`config.mk`:
```
export PLATFORM = sky130hd
export DESIGN_NAME = mbp_ctrl
export DESIGN_NICKNAME = d
export VERILOG_FILES = /design/src/rtl/core/msb_first_bit_packer_unit_defines.svh /design/src/rtl/core/mbp_pkg.sv /design/src/rtl/core/mbp_ctrl.sv
export SDC_FILE = /design/constraint.sdc
export NUM_CORES = 1
export LEC_CHECK = 0
export BUFFER_PORTS_ARGS = -buffer_cell sky130_fd_sc_hd__buf_4
export CAP_MARGIN = 25
export CORE_AREA = 10 10 47 49
export DETAILED_ROUTE_END_ITERATION = 10
export DIE_AREA = 0 0 57 59
export GPL_ROUTABILITY_DRIVEN = 0
export PLACE_DENSITY = 0.41
export SLEW_MARGIN = 30
export SYNTH_ARGS = -nofsm -noshare
export SYNTH_HDL_FRONTEND = slang
export SYNTH_SLANG_ARGS = --single-unit
```
`constraint.sdc`:
```
create_clock -name clk -period 2 [get_ports clk]
set_input_delay 0.3 -clock clk [delete_from_list [all_inputs] [get_ports clk]]
set_output_delay 0.3 -clock clk [all_outputs]
set_load 0.01 [all_outputs]
```
`src/rtl/core/msb_first_bit_packer_unit_defines.svh`:
```
// Assertion macros for the MSB-first bit packer.
// Included by the RTL files that carry concurrent assertions; needs no package.
`ifndef MSB_FIRST_BIT_PACKER_UNIT_DEFINES_SVH
`define MSB_FIRST_BIT_PACKER_UNIT_DEFINES_SVH

// Same-cycle implication, disabled while reset is high.
`define MBP_ASSERT_IMPLY(lbl, clk, rst, ante, cons) \
  lbl: assert property (@(posedge clk) disable iff (rst) (ante) |-> (cons)) \
    else $error("msb_first_bit_packer: same-cycle check failed");

// Next-cycle implication, disabled while reset is high.
`define MBP_ASSERT_NEXT(lbl, clk, rst, ante, cons) \
  lbl: assert property (@(posedge clk) disable iff (rst) (ante) |=> (cons)) \
    else $error("msb_first_bit_packer: next-cycle check failed");

`endif

```
`src/rtl/core/mbp_pkg.sv`:
```
// Package of the MSB-first bit packer: payload structs, codes, state type.
// Depends on nothing; used by mbp_ctrl, mbp_datapath and the top level.
`default_nettype none

package mbp_pkg;

  localparam int POS_W        = 13;
  localparam int ACCESS_BYTES = 5;
  localparam int CNT_W        = 3;

  localparam logic [1:0] KIND_APPEND  = 2'd0;
  localparam logic [1:0] KIND_EXTRACT = 2'd1;
  localparam logic [1:0] KIND_SET     = 2'd2;

  typedef struct packed {
    logic [1:0]       kind;
    logic [31:0]      data_word;
    logic [5:0]       num_bits;
    logic [POS_W-1:0] new_position;
  } in_item_t;

  typedef struct packed {
    logic [31:0] read_data;
    logic        overflow;
  } out_item_t;

  typedef enum logic [2:0] {
    ST_CLEAR,
    ST_IDLE,
    ST_DISPATCH,
    ST_APP_RD,
    ST_APP_WR,
    ST_EXT_RD,
    ST_EXT_FIN,
    ST_DONE
  } state_t;

  typedef struct packed {
    logic clr_wr;
    logic load;
    logic app_wr;
    logic ext_rd;
    logic finish;
  } cmd_t;

  typedef struct packed {
    logic clear_done;
    logic go_app;
    logic go_ext;
    logic app_last;
    logic ext_last;
    logic out_free;
  } status_t;

endpackage

`default_nettype wire

```
`src/rtl/core/mbp_ctrl.sv`:
```
// Controller of the MSB-first bit packer: sequences clearing and each transfer.
// Depends on mbp_pkg; drives the command struct of mbp_datapath.
`default_nettype none

module mbp_ctrl (
  input  logic            clk,
  input  logic            rst,
  input  logic            req_valid,
  input  mbp_pkg::status_t status,
  output logic            req_stall,
  output mbp_pkg::cmd_t   cmd
);
  import mbp_pkg::*;

  state_t state;
  state_t state_next;

  always_ff @(posedge clk) begin
    if (rst) begin
      state <= ST_CLEAR;
    end else begin
      state <= state_next;
    end
  end

  always_comb begin
    state_next = state;
    unique case (state)
      ST_CLEAR: begin
        if (status.clear_done) state_next = ST_IDLE;
      end
      ST_IDLE: begin
        if (req_valid) state_next = ST_DISPATCH;
      end
      ST_DISPATCH: begin
        priority if (status.go_app) state_next = ST_APP_RD;
        else if (status.go_ext) state_next = ST_EXT_RD;
        else state_next = ST_DONE;
      end
      ST_APP_RD: state_next = ST_APP_WR;
      ST_APP_WR: begin
        if (status.app_last) state_next = ST_DONE;
      end
      ST_EXT_RD: begin
        if (status.ext_last) state_next = ST_EXT_FIN;
      end
      ST_EXT_FIN: state_next = ST_DONE;
      ST_DONE: begin
        if (status.out_free) state_next = ST_IDLE;
      end
      default: state_next = ST_CLEAR;
    endcase
  end

  always_comb begin
    cmd       = '0;
    req_stall = 1'b1;
    unique case (state)
      ST_CLEAR: cmd.clr_wr = 1'b1;
      ST_IDLE: begin
        req_stall = 1'b0;
        cmd.load  = req_valid;
      end
      ST_APP_WR: cmd.app_wr = 1'b1;
      ST_EXT_RD: cmd.ext_rd = 1'b1;
      ST_DONE:   cmd.finish = status.out_free;
      default: begin
      end
    endcase
  end

endmodule

`default_nettype wire

```
; ---- After elaboration in Yosys (flattened, before gate mapping)
; Cells that the tools add are included.
[op_classes]
eq_ne = 12
muxes = 14
n_reduce_logical = 2
[ops]
columns = op, n
row1 = 3-bit one-hot mux with 8 select lines, 1
row2 = 3-bit two-way mux, 6
row3 = 3-bit == test (second input constant), 4
row4 = 2-bit != test (second input constant), 5
row5 = 3-bit by 2-bit == test with 1-bit output (second input constant), 2
row6 = 1-bit two-way mux, 6
row7 = 5-bit AND reduction, 1
row8 = 3-bit by 1-bit == test with 1-bit output (second input constant), 1
row9 = 3-bit logical NOT, 1
row10 = 2-bit two-way mux, 1
[totals]
reg_bits = 3
in_bits = 9
output_inout_bits = 6
elab_cells = 29

; ---- Logic depth before layout (Yosys ltp)
[logic_depth]
depth_word = 3
depth_mapped = 5
depth_no_buf = 4

; ---- Worst setup path before layout
; No wires, ideal clock.
[synth_path]
path_kind = reg-to-output
start = register state[0]
end = output port cmd[2] (netlist bit)
arrival_ps = 764
required_ps = 1700
path_slack_ps = 936
path_stages_with_launch = 4
cell_sequence = dfxtp_1 -> buf_4 -> nor2_1 -> and2_1
[synth_lines]
columns = element, line_no
row1 = from (decl), mbp_ctrl.sv:15  ; state_t state;
row2 = from (signal assigned), mbp_ctrl.sv:22  ; state <= state_next;
row3 = to (decl), mbp_ctrl.sv:11  ; output mbp_pkg::cmd_t cmd

==> flow_summary.yaml <==
power:
  p_per_area_nw_per_um2: 1013
  vdd_drop_max_mv: 0.3089
  leakage_nw: 0.1788
setup_path:
  crit_path_cell_trace: "nor2_1, and2_1, buf_4"
  worst_setup_path_end_kind: "primary output"
  cp.depth: 3
  crit_family: "flip-flops"
  cpPeakStageDelay_ns: 0.56
  crit_buf_inv: 1
  worst-r2r-cell-count: 4
  worst_setup_path_start_kind: "register"
  required_ns: 1.70
  critical_path_class: "reg -> out"
  cp.arrival_ns: 1.23
  critical_path.max_fanout: 12
  critPathSlowestCell: "dfxtp_1"
sta:
  report.final.slew_viol_count: 0
  slew_headroom_pct: 72.64
  tns_ns: 0
  whs_ns: 0.2551
  fin_skew_ns: 0.002449
  rsz0062_at_grt: "no"
  setup_viol: 0
  period_minus_slack_ns: 1.530
  hold_viol_final: 0
  worst_pin_slew_ns: 0.4098
  max_freq_ghz: 0.6534
  post-route-period-util_pct: 76.52
global_route:
  grt_use_total_pct: 4.669
  grt_pass1_vias: 279
  overflow: 0
  grt_max_degree: 13
  antenna_found_initial: 0
  grt_pass1_wl_um: 1255
clocking:
  numCtsBuffers: 3
  clockRootBuffer: "clkbuf_4"
  cts_resized: 0
  cts_hold_buf: 0
  htreeDepth: 1
  clkLatencyLatePin_ns: 0.23
  clk_path_buf_depth: 2
  cts_tree: "done"
  numClockSinks: 3
  path_clk_slew_ns: 0.04
  cts_setup_buffers: 0
synthesis:
  ys_seq_area_share_pct: 22.12
  ys_seq_elements: 3
  ys_top_cells_by_count: "5 x nand2_1, 5 x nor2_1, 3 x dfxtp_1, 3 x mux2i_1"
  ys.flop_type: "dfxtp_1"
  yosys_warnings: 0
  syn_avg_cell_area_um2: 7.542
  synth_top_area_share_pct: 22.12
  synth_top_area_cell: "dfxtp_1"
  syn_nets: 45
  synth-edff-count: 0
  async_flop_share_pct: 0
  synth_area_leaders: "dfxtp_1 22%, mux2i_1 11%, buf_6 8.3%"
  synth_cells: 36
  mappedNetlistArea_um2: 271.5
  ys_types: 19
die:
  rows: 14
  die_height_um: 59
  die_x_um: 57
  start_util_pct: 19.37
  dieArea_um2: 3363
  io_pins: 15
  core_region_area_um2: 1401
layout:
  area_growth_pct: 44.70
  final_net_count: 61
  largest_reg_flops: 3
  drive_gt1_share_pct: 41.18
  diodes: 0
  final.fill_count: 162
  reg_top3: "state (3)"
  largest_register: "state"
detailed_routing:
  drt_pass1_iterations: 3
  wl_per_cell_um: 11.10
  vias: 286
  antenna_left: 0
  drc_errors: 0
  viasPerCell: 4.269
  wl_um: 744
  drt-initial-drc-count: 1
hold_path:
  min_path_cells: 2
  worstHoldPathType: "in -> reg"
place:
  place.detailed.hpwl_um: 597
  portBuffers: 14
job:
  maxCapViolCount: 0
outcome:
  status: "finished clean"
-- worst register-to-register path, stage by stage, from the launching register on --
cell and delay [ns]:
dfxtp_1 0.56, mux2i_1 0.27, a21oi_2 0.09, o21ai_2 0.17
mux2i_1 0.19
-- worst paths after layout --
| kind | start | slack, ns | end |
|---|---|---|---|
| min | rst | 0.26 | state[0] |
| max reg2reg | state[1] | 0.65 | state[1] |
| min reg2reg | state[0] | 0.61 | state[0] |
| max | state[1] | 0.47 | cmd[2] |
-- cell usage in the layout, fill, tap and decap left out --
cell      instances
mux2i_1           3
nand3_1           2
a21oi_1           1
and3_1            1
o21ai_1           1
buf_4            14
dfxtp_1           3
nor2_1            5
nor3_1            2
a21oi_2           1
a22o_1            1
a221o_1           1
o21ai_2           2
and4_4            1
clkbuf_1          1
or2b_1            1
and2_1            1
inv_1             2
clkbuf_4          3
nand2_1           5
-- layout make-up --
| cell class | instances | area, um^2 | area share (%) |
|---|---|---|---|
| Timing Repair Buffer | 14 | 105.1 | 26.75 |
| Sequential cell | 3 | 60.06 | 15.29 |
| Tap cell | 16 | 20.02 | 5.096 |
| Inverter | 2 | 7.507 | 1.911 |
| Multi-Input combinational cell | 28 | 173.9 | 44.27 |
| Clock buffer | 4 | 26.28 | 6.688 |
-- layer usage --
layer	track usage [%]	part of all wire [%]
met2	6.822	44
met1	5.351	46
met3	2.790	9.3
met5	0	0
met4	2.013	0
-- power by group --
part / internal, mW / switching [mW]
clock network: 0.0748 / 0.0318
registers: 0.0759 / 0.0469
logic: 0.0937 / 0.0750
total: 0.244 / 0.154
-- per-stage QoR --
stage	area (um^2)	instances	setup WS (ns)	power [mW]	util, %
final	392.9	67	0.4696	0.3980	28.04
after detailed placement	366.6	63	0.6347	0.2991	26.16
after global routing	392.9	67	0.3370	0.4465	28.04
after CTS	392.9	67	0.4482	0.4110	28.04
after global placement	366.6	63	0.6906	0.2992	26.16
after floorplan	271.5	36	0.9364	0.2510	-
-- kinds of logic after synthesis --
logic type,after synthesis,synth area share [%]
flip-flops,3,22.12
AND/OR/NAND/NOR,18,32.72
buffers and inverters,5,13.83
multiplexers,3,11.06
AO/OA/AOI/OAI,7,20.28
Note: power is estimated with default switching activity, not from simulation.
